File: config.mk
export PLATFORM = sky130hd
export DESIGN_NAME = midi_message_parser
export DESIGN_NICKNAME = d
export VERILOG_FILES = /design/src/sv/mmp_pkg.sv /design/src/sv/mmp_front.sv /design/src/sv/mmp_queue.sv /design/src/sv/mmp_back.sv /design/src/sv/midi_message_parser.sv
export SDC_FILE = /design/constraint.sdc
export NUM_CORES = 1
export LEC_CHECK = 0
export BUFFER_PORTS_ARGS = -buffer_cell sky130_fd_sc_hd__buf_2
export CELL_PAD_IN_SITES_DETAIL_PLACEMENT = 1
export CELL_PAD_IN_SITES_GLOBAL_PLACEMENT = 1
export CORE_ASPECT_RATIO = 1.1
export CORE_UTILIZATION = 25
export CTS_BUF_LIST = sky130_fd_sc_hd__clkbuf_8 sky130_fd_sc_hd__clkbuf_16
export DETAILED_ROUTE_END_ITERATION = 8
export GPL_TIMING_DRIVEN = 0
export PLACE_DENSITY_LB_ADDON = 0.15
export SYNTH_ARGS = -nofsm -noshare
export SYNTH_HDL_FRONTEND = slang
export SYNTH_SLANG_ARGS = --single-unit
export TNS_END_PERCENT = 50
File: constraint.sdc
create_clock -name clk_i -period 6.1 [get_ports clk_i]
set_clock_uncertainty 0.15 [all_clocks]
set_input_delay 0.61 -clock clk_i [delete_from_list [all_inputs] [get_ports clk_i]]
set_output_delay 0.61 -clock clk_i [all_outputs]
set_load 0.02 [all_outputs]
File: src/sv/mmp_pkg.sv
`default_nettype none

package mmp_pkg;

  localparam int unsigned QDepth = 2;
  localparam int unsigned QAddrW = 1;

  localparam logic [7:0] HiMask   = 8'hF0;
  localparam logic [7:0] LoMask   = 8'h0F;
  localparam logic [7:0] SysBase  = 8'hF0;
  localparam logic [7:0] RtBase   = 8'hF8;
  localparam logic [7:0] StProg   = 8'hC0;
  localparam logic [7:0] StPress  = 8'hD0;
  localparam logic [7:0] StMtc    = 8'hF1;
  localparam logic [7:0] StSongPos = 8'hF2;
  localparam logic [7:0] StSongSel = 8'hF3;

  typedef enum logic [1:0] {
    KIND_DATA = 2'd0,
    KIND_RT   = 2'd1,
    KIND_CHAN = 2'd2,
    KIND_SYS  = 2'd3
  } kind_e;

  typedef struct packed {
    kind_e       kind;
    logic [7:0]  value;
    logic [1:0]  need;
  } item_t;

endpackage

`default_nettype wire

File: src/sv/mmp_front.sv
`default_nettype none

module mmp_front (
  input  wire logic          in_valid_i,
  output logic               in_stall_o,
  input  wire logic [7:0]    rx_byte_i,
  input  wire logic          q_full_i,
  output logic               push_o,
  output mmp_pkg::item_t     item_o
);

  logic [7:0] hi;

  assign hi         = rx_byte_i & mmp_pkg::HiMask;
  assign in_stall_o = q_full_i;
  assign push_o     = in_valid_i && !q_full_i;

  always_comb begin
    item_o.value = rx_byte_i;
    item_o.need  = 2'd0;
    if (!rx_byte_i[7]) begin
      item_o.kind = mmp_pkg::KIND_DATA;
    end else if (rx_byte_i >= mmp_pkg::RtBase) begin
      item_o.kind = mmp_pkg::KIND_RT;
    end else if (rx_byte_i < mmp_pkg::SysBase) begin
      item_o.kind = mmp_pkg::KIND_CHAN;
      item_o.need = (hi == mmp_pkg::StProg || hi == mmp_pkg::StPress) ? 2'd1 : 2'd2;
    end else begin
      item_o.kind = mmp_pkg::KIND_SYS;
      if (rx_byte_i == mmp_pkg::StMtc || rx_byte_i == mmp_pkg::StSongSel) begin
        item_o.need = 2'd1;
      end else if (rx_byte_i == mmp_pkg::StSongPos) begin
        item_o.need = 2'd2;
      end
    end
  end

endmodule

`default_nettype wire

File: src/sv/mmp_queue.sv
`default_nettype none

module mmp_queue (
  input  wire logic             clk_i,
  input  wire logic             rst_ni,
  input  wire logic             push_i,
  input  wire mmp_pkg::item_t   item_i,
  output logic                  full_o,
  input  wire logic             pop_i,
  output logic                  nonempty_o,
  output mmp_pkg::item_t        item_o
);

  localparam int unsigned CntW = mmp_pkg::QAddrW + 1;

  mmp_pkg::item_t             slot_q [mmp_pkg::QDepth];
  logic [mmp_pkg::QAddrW-1:0] wr_q, wr_d, rd_q, rd_d;
  logic [CntW-1:0]            cnt_q, cnt_d;

  assign full_o     = (cnt_q == CntW'(mmp_pkg::QDepth));
  assign nonempty_o = (cnt_q != '0);
  assign item_o     = slot_q[rd_q];

  always_comb begin
    wr_d  = wr_q;
    rd_d  = rd_q;
    cnt_d = cnt_q;
    if (push_i) begin
      wr_d = (wr_q == mmp_pkg::QAddrW'(mmp_pkg::QDepth - 1)) ? '0 : wr_q + 1'b1;
    end
    if (pop_i) begin
      rd_d = (rd_q == mmp_pkg::QAddrW'(mmp_pkg::QDepth - 1)) ? '0 : rd_q + 1'b1;
    end
    if (push_i && !pop_i) begin
      cnt_d = cnt_q + 1'b1;
    end else if (pop_i && !push_i) begin
      cnt_d = cnt_q - 1'b1;
    end
  end

  always_ff @(posedge clk_i or negedge rst_ni) begin
    if (!rst_ni) begin
      wr_q  <= '0;
      rd_q  <= '0;
      cnt_q <= '0;
    end else begin
      wr_q  <= wr_d;
      rd_q  <= rd_d;
      cnt_q <= cnt_d;
    end
  end

  always_ff @(posedge clk_i) begin
    if (push_i) begin
      slot_q[wr_q] <= item_i;
    end
  end

endmodule

`default_nettype wire

File: src/sv/mmp_back.sv
`default_nettype none

module mmp_back (
  input  wire logic             clk_i,
  input  wire logic             rst_ni,
  input  wire logic             q_nonempty_i,
  input  wire mmp_pkg::item_t   item_i,
  output logic                  pop_o,
  output logic                  out_valid_o,
  input  wire logic             out_stall_i,
  output logic [7:0]            msg_status_o,
  output logic [3:0]            msg_channel_o,
  output logic                  is_broadcast_o,
  output logic [6:0]            data_first_o,
  output logic [6:0]            data_second_o,
  output logic [1:0]            data_count_o
);

  logic [7:0] status_q, status_d;
  logic [3:0] chan_q, chan_d;
  logic       bcast_q, bcast_d;
  logic [1:0] need_q, need_d;
  logic [1:0] idx_q, idx_d;
  logic [6:0] first_q, first_d;

  logic       ovalid_q, ovalid_d;
  logic [7:0] ostatus_q, ostatus_d;
  logic [3:0] ochan_q, ochan_d;
  logic       obcast_q, obcast_d;
  logic [6:0] od1_q, od1_d;
  logic [6:0] od2_q, od2_d;
  logic [1:0] ocnt_q, ocnt_d;

  logic       emit;
  logic [1:0] idx_inc;

  assign pop_o   = q_nonempty_i && (!ovalid_q || !out_stall_i);
  assign idx_inc = idx_q + 2'd1;

  always_comb begin
    status_d  = status_q;
    chan_d    = chan_q;
    bcast_d   = bcast_q;
    need_d    = need_q;
    idx_d     = idx_q;
    first_d   = first_q;
    emit      = 1'b0;
    ostatus_d = ostatus_q;
    ochan_d   = ochan_q;
    obcast_d  = obcast_q;
    od1_d     = od1_q;
    od2_d     = od2_q;
    ocnt_d    = ocnt_q;
    if (pop_o) begin
      unique case (item_i.kind)
        mmp_pkg::KIND_DATA: begin
          if (need_q != 2'd0) begin
            if (idx_q == 2'd0) begin
              first_d = item_i.value[6:0];
            end
            idx_d = idx_inc;
            if (idx_inc >= need_q) begin
              idx_d     = 2'd0;
              emit      = 1'b1;
              ostatus_d = status_q;
              ochan_d   = chan_q;
              obcast_d  = bcast_q;
              if (need_q == 2'd1) begin
                od1_d  = item_i.value[6:0];
                od2_d  = 7'd0;
                ocnt_d = 2'd1;
              end else begin
                od1_d  = first_q;
                od2_d  = item_i.value[6:0];
                ocnt_d = 2'd2;
              end
            end
          end
        end
        mmp_pkg::KIND_RT: begin
          emit      = 1'b1;
          ostatus_d = item_i.value;
          ochan_d   = 4'd0;
          obcast_d  = 1'b1;
          od1_d     = 7'd0;
          od2_d     = 7'd0;
          ocnt_d    = 2'd0;
        end
        mmp_pkg::KIND_CHAN: begin
          idx_d    = 2'd0;
          status_d = item_i.value & mmp_pkg::HiMask;
          chan_d   = item_i.value[3:0];
          bcast_d  = 1'b0;
          need_d   = item_i.need;
        end
        mmp_pkg::KIND_SYS: begin
          idx_d    = 2'd0;
          status_d = item_i.value;
          chan_d   = 4'd0;
          bcast_d  = 1'b1;
          need_d   = item_i.need;
          if (item_i.need == 2'd0) begin
            emit      = 1'b1;
            ostatus_d = item_i.value;
            ochan_d   = 4'd0;
            obcast_d  = 1'b1;
            od1_d     = 7'd0;
            od2_d     = 7'd0;
            ocnt_d    = 2'd0;
          end
        end
        default: begin
        end
      endcase
    end
    if (emit) begin
      ovalid_d = 1'b1;
    end else if (!out_stall_i) begin
      ovalid_d = 1'b0;
    end else begin
      ovalid_d = ovalid_q;
    end
  end

  always_ff @(posedge clk_i or negedge rst_ni) begin
    if (!rst_ni) begin
      status_q <= '0;
      chan_q   <= '0;
      bcast_q  <= 1'b0;
      need_q   <= '0;
      idx_q    <= '0;
      first_q  <= '0;
      ovalid_q <= 1'b0;
    end else begin
      status_q <= status_d;
      chan_q   <= chan_d;
      bcast_q  <= bcast_d;
      need_q   <= need_d;
      idx_q    <= idx_d;
      first_q  <= first_d;
      ovalid_q <= ovalid_d;
    end
  end

  always_ff @(posedge clk_i) begin
    ostatus_q <= ostatus_d;
    ochan_q   <= ochan_d;
    obcast_q  <= obcast_d;
    od1_q     <= od1_d;
    od2_q     <= od2_d;
    ocnt_q    <= ocnt_d;
  end

  assign out_valid_o    = ovalid_q;
  assign msg_status_o   = ostatus_q;
  assign msg_channel_o  = ochan_q;
  assign is_broadcast_o = obcast_q;
  assign data_first_o   = od1_q;
  assign data_second_o  = od2_q;
  assign data_count_o   = ocnt_q;

endmodule

`default_nettype wire

File: src/sv/midi_message_parser.sv
// MIDI byte parser with running status.
// A byte that completes a message is written into the two-entry byte queue; the back end
// pops it into the output register, from which the message is transferred.
// Throughput: one byte per cycle while the queue is not full; the back end retires one
// queued byte a cycle unless the output register is full and stalled.
// Reset: asynchronous, clears held status, data index, queue and output valid.
`default_nettype none

module midi_message_parser (
  input  wire logic       clk_i,
  input  wire logic       rst_ni,
  input  wire logic       in_valid_i,
  output logic            in_stall_o,
  input  wire logic [7:0] rx_byte_i,
  output logic            out_valid_o,
  input  wire logic       out_stall_i,
  output logic [7:0]      msg_status_o,
  output logic [3:0]      msg_channel_o,
  output logic            is_broadcast_o,
  output logic [6:0]      data_first_o,
  output logic [6:0]      data_second_o,
  output logic [1:0]      data_count_o
);

  mmp_pkg::item_t push_item, pop_item;
  logic           push, pop, q_full, q_nonempty;

  mmp_front u_front (
    .in_valid_i (in_valid_i),
    .in_stall_o (in_stall_o),
    .rx_byte_i  (rx_byte_i),
    .q_full_i   (q_full),
    .push_o     (push),
    .item_o     (push_item)
  );

  mmp_queue u_queue (
    .clk_i      (clk_i),
    .rst_ni     (rst_ni),
    .push_i     (push),
    .item_i     (push_item),
    .full_o     (q_full),
    .pop_i      (pop),
    .nonempty_o (q_nonempty),
    .item_o     (pop_item)
  );

  mmp_back u_back (
    .clk_i          (clk_i),
    .rst_ni         (rst_ni),
    .q_nonempty_i   (q_nonempty),
    .item_i         (pop_item),
    .pop_o          (pop),
    .out_valid_o    (out_valid_o),
    .out_stall_i    (out_stall_i),
    .msg_status_o   (msg_status_o),
    .msg_channel_o  (msg_channel_o),
    .is_broadcast_o (is_broadcast_o),
    .data_first_o   (data_first_o),
    .data_second_o  (data_second_o),
    .data_count_o   (data_count_o)
  );

endmodule

`default_nettype wire
# Word-level counts from Yosys, hierarchy flattened
# Memories as Yosys holds them, arrays and structs flattened.
# Index checks and enable logic that the tools add are counted.
# Widths: inputs -> output; s select.
# word_totals
regBits	58
in_bits	12
ram_bits	24
latchBits	0
elab_cells	120
out_inout_bits	31
mem_bits_ro	0
mem_count	1
# mem_list
memory	words	word_bits	read_ports	rd_clocked_by_memory_dff	wr	line	text
u_queue.slot_q	2	12	1	0	1	mmp_queue.sv:16	mmp_pkg::item_t slot_q [mmp_pkg::QDepth];
# classes
n_eq_ne	14
mux	54
order_cmp	3
n_reduce_logical	27
n_div	0
n_shift	0
mul	0
addsub	5
bitwise_logic	0
# ops
op	count
$mux 7	7
$pmux 7 s3	2
$mux 2	16
$eq 8x8->1 const B	3
$mux 8	3
$pmux 8 s3	1
$pmux 8 s2	1
$mux 1	14
$mux 4	3
$pmux 4 s3	1
$reduce_bool 2->1	5
$eq 4x4->1 const B	2
$ge 8x8->1 const B	1
$lt 8x8->1 const B	1
$ne 2x1->1 const B	4
$pmux 4 s2	1
$eq 2x2->1 const B	3
$logic_not 2->1	3
$pmux 1 s3	2
$pmux 2 s3	1
$logic_not 1->1	5
$reduce_and 5->1	1
$add 2x1->2 const B	2
$eq 2x1->1 const B	2
12 further kinds	19

# Logic depth before layout (Yosys ltp)
# depth
depth_word	7
mapped_depth	8
depth_no_buf	7

# Hierarchy
# From an unflattened synthesis, not the netlist that was laid out.
# unflattened
hier_cells	231
hier_area_um2	3488.3
# by_module_without_submodules
mod	seq_area_each_um2	area_each_um2	n_inst	cells_per_inst
mmp_back	1496.4	2259.7	1	158
mmp_queue	820.8	1089.8	1	53
mmp_front	0.0	138.9	1	20

# Least setup slack after synthesis
# No wires, ideal clock.
# synth_timing
path_kind	flip-flop to flip-flop
start	register u_back.idx_q[0]
end	register u_back.ocnt_q[0] (netlist: u_back.data_count_o[0]) (enable)
arrival_time_ps	2850
period_less_slack_ps	3425
path_slack_ps	2675
setup_ps	425
stages_incl_launch_ff	7
required_ps	5525
n_path_buf	0
cell_sequence	dfrtp_1 > inv_1 > ha_1 > ha_1 > a21oi_1 > o32a_1 > a21oi_1
# synth_between
elab_chain_len	4
# synth_rtl
item	line	text
start: declaration	mmp_back.sv:23	logic [1:0] idx_q, idx_d;
start signal: assignment	mmp_back.sv:139	idx_q <= idx_d;
$add 2x1->2	mmp_back.sv:38	assign idx_inc = idx_q + 2'd1;
$ge 2x2->1	mmp_back.sv:62	if (idx_inc >= need_q) begin
$ne 2x1->1 (no source line)	-	
$reduce_and 5->1 (no source line)	-	
end signal: assignment	mmp_back.sv:151	ocnt_q <= ocnt_d;
end: declaration	mmp_back.sv:32	logic [1:0] ocnt_q, ocnt_d;
# No other way between the ends.
# A chain may end at the register's enable or synchronous reset.

# Final worst setup path
# layout_timing
start	register u_back.idx_q[0]
end	register u_back.ostatus_q[7] (netlist: u_back.msg_status_o[7]) (enable)
# layout_between
elab_chain_len	4
# layout_rtl
item	line	text
$add 2x1->2	mmp_back.sv:38	
$ge 2x2->1	mmp_back.sv:62	
$ne 2x1->1 (no source line)	-	
$reduce_and 5->1 (no source line)	-	
end signal: assignment	mmp_back.sv:146	ostatus_q <= ostatus_d;
end: declaration	mmp_back.sv:27	logic [7:0] ostatus_q, ostatus_d;
# No other way between the ends.

==> impl_metrics.py <==
metrics = {
    "worst_hold_path": {
        "hp-class": "in -> async",
    },
    "timing": {
        "slew_violations": 0,
        "max-slew-margin-rel_pct": 31.1,
        "fin_ws_ns": 3.29,
        "finalSetupViolCount": 0,
        "rsz0062_at_grt": "false",
        "hold_viol": 0,
        "tightest_slew_ns": 1.03,
        "fin_crit_sh_pct": 46.1,
        "whs_ns": 0.164,
        "tns_ns": 0,
        "layout_min_cycle_time_ns": 2.81,
        "fmax_mhz": 356,
    },
    "global_route": {
        "antenna_found_initial": 0,
        "grt_pass1_vias": 2103,
        "use_met2_pct": 18.0,
        "grt_pass1_wl_mm": 11.4,
        "use_met3_pct": 2.37,
        "grt_usage_pct": 11.4,
        "use_met1_pct": 14.3,
        "grt-busiest-layer": "met2",
        "grt_max_degree": 30,
        "overflow": 0,
    },
    "clock_tree": {
        "cts-buffers-inserted": 9,
        "h-tree-depth": 3,
        "cts_root_buf": "clkbuf_16",
        "cts_tree": "yes",
        "clk_pin_slew_ns": 0.06,
        "cts_resized": 0,
        "clock_latency_ns": 0.34,
        "cts.sinks": 82,
        "cts_setup_buffers": 0,
        "cts_hold_buffers": 0,
        "clk_path_buf_depth": 2,
    },
    "critical_path": {
        "crit_type": "reg -> reg",
        "critical-path-max-stage-delay_ns": 0.72,
        "path_max_fanout": 29,
        "path_buf_inv": 1,
        "path_delay_family": "compound AO/OA/AOI/OAI gates",
        "critical-path-slowest-cell": "a21oi_4",
        "startpoint_type": "register",
        "cp.arrival_ns": 2.62,
        "critical_path_required_ns": 5.91,
        "crit_top_cell": "ha_1",
        "path_cells": "inv_1, ha_1, ha_1, a21oi_1, o32a_1, a21oi_4",
        "crit_path_end_kind": "register",
    },
    "floorplanning": {
        "die_h_microns": 123,
        "die_x_microns": 112,
        "initial_utilization_pct": 25.9,
        "row_count": 43,
        "core_area_sq_mm": 0.0128,
        "ios": 43,
        "dieArea_sq_mm": 0.0137,
    },
    "power_and_ir_drop": {
        "p_seq_share_pct": 41.6,
        "power.total_mw": 2.38,
        "internal-power_mw": 1.46,
        "pwr-share-comb_pct": 38.4,
        "switching_share_pct": 38.4,
        "peakVddDrop_mv": 0.201,
        "power_density_mw_per_mm2": 598,
        "power_frac_clock_pct": 20.0,
        "switchingPower_uw": 913,
        "leakage_nw": 1.62,
    },
    "routing": {
        "drt_iter0_drc": 96,
        "wl_mm": 6.91,
        "routedWlPerCell_microns": 14.8,
        "vias": 2020,
        "via_per_inst": 4.33,
        "drtPass1Iterations": 6,
        "route.detailed.drc": 7,
        "ant_nets": 0,
    },
    "yosys": {
        "yosysMostFrequentCell": "edfxtp_1",
        "syn-cell-area_sq_mm": 0.00330,
        "synth_cells": 251,
        "async_reset_ff_share_pct": 35.4,
        "synthTopCellsByCount": "53 x edfxtp_1, 31 x nand2_1, 29 x dfrtp_1, 29 x nor2_1, 16 x o21ai_0",
        "seq_area_frac_synth_pct": 70.2,
        "syn_nets": 267,
        "synth_top_area_share_pct": 48.2,
        "synthTopCellsByArea": "edfxtp_1 48%, dfrtp_1 22%, nand2_1 3.5%",
        "ys_warn_count": 0,
        "yosys.area.top_type": "edfxtp_1",
        "yosys_most_used_dff": "edfxtp_1",
        "syn_area_per_cell_sq_um": 13.2,
        "ys_ff_latch": 82,
        "synth_cell_types": 36,
        "synth_edf_count": 53,
    },
    "cells_and_area": {
        "layout-drive-gt1-share_pct": 21.4,
        "nFillCells": 1408,
        "nNetsFinal": 320,
        "num_antenna_cells": 0,
        "syn_to_final_growth_pct": 20.4,
        "utilization_pct": 31.2,
    },
    "flow_run": {
        "cap_viol_max_count": 0,
    },
    "outcome": {
        "status": "complete, but fails checks",
        "violations": "DRC",
    },
    "place": {
        "hpwl_mm": 4.73,
        "gp_congestion": 0.683,
        "pre_cts_ws_ns": 3.25,
        "port_buffers": 42,
    },
}
## power groups by stage
stage	Combinational, mW	Clock [mW]	Sequential (mW)
after floorplan	0.505	0	1.13
after global placement	0.922	0	1.00
after detailed placement	0.937	0	1.01
after CTS	0.940	0.492	0.996
after global routing	1.03	0.511	1.02
final	0.913	0.475	0.990
## cell type report
type	instances	area, sq um	area share, %
Sequential cell	82	2320	58.3
Timing Repair Buffer	42	210	5.29
Inverter	10	37.5	0.944
Clock inverter	7	31.3	0.787
Multi-Input combinational cell	148	898	22.6
Clock buffer	9	225	5.66
Buffer	11	60.1	1.51
Tap cell	157	196	4.94
## worst reg2reg max path: cells and delay by family (launching register included)
kind                     cells  cell delay [ns]
flip-flops                   1             0.37
adder cells (fa/ha/maj)      2             0.59
buffers and inverters        1             0.06
AO/OA/AOI/OAI                3             1.23
## placed cells by master (no fill, tap or decap), types with 2 or more instances in the layout
cell,count
a21boi_0,2
a21oi_1,14
a21oi_2,3
and2_1,4
and3_1,2
buf_2,44
buf_6,2
clkbuf_1,6
clkbuf_16,9
clkinv_1,3
dfrtp_1,29
edfxtp_1,53
ha_1,4
inv_1,12
mux2i_1,11
nand2_1,31
nand2b_1,4
nor2_1,29
o21ai_0,16
o31ai_1,8
xnor2_1,3
xor2_1,2
## routing by layer
layer | part of all wire (%) | up-vias
met4 | 2.5 | 0
met2 | 45 | 36
li1 | - | 994
met3 | 3.1 | 7
met5 | 0 | -
met1 | 49 | 983
## kinds of logic (layout without fill, tap and decap cells)
kind of cell,count (synthesis),in the layout,synth area share (%)
flip-flops,82,82,70.2
AND/OR/NAND/NOR,74,74,9.89
AO/OA/AOI/OAI,52,52,10.0
buffers and inverters,21,79,2.96
multiplexers,13,13,4.13
XOR/XNOR,5,5,1.33
adder cells (fa/ha/maj),4,4,1.52
## path summary, 6_finish.rpt
kind                                        from                endpoint  slack, ns  cells past startpoint
worst max-delay path             u_back.idx_q[0]  u_back.msg_status_o[7]       3.29                      6
worst min-delay path                      rst_ni            u_queue.rd_q       0.16                      1
worst max register to register   u_back.idx_q[0]  u_back.msg_status_o[7]       3.29                      6
worst min register to register  u_back.chan_q[2]        u_back.chan_q[2]       0.32                      2
max in group asynchronous                 rst_ni      u_back.status_q[5]       5.17                      1
min in group clk_i              u_back.chan_q[2]        u_back.chan_q[2]       0.32                      2
## flip-flops by register name (all words and copies together), names as in the netlist
signal	count
u_back.bcast_q	1
u_back.chan_q	4
u_back.data_count_o	2
u_back.data_first_o	7
u_back.data_second_o	7
u_back.first_q	7
u_back.idx_q	2
u_back.is_broadcast_o	1
u_back.msg_channel_o	4
u_back.msg_status_o	8
u_back.need_q	2
u_back.out_valid_o	1
u_back.status_q	8
u_queue.cnt_q	2
u_queue.rd_q	1
u_queue.slot_q	24
u_queue.wr_q	1
## stage by stage
stage	area (sq um)	cells
final	3980	466
after global routing	3980	466
after CTS	3980	466
after detailed placement	3720	450
after global placement	3710	450
after floorplan	3300	251
(Power assumes the default switching activity.)
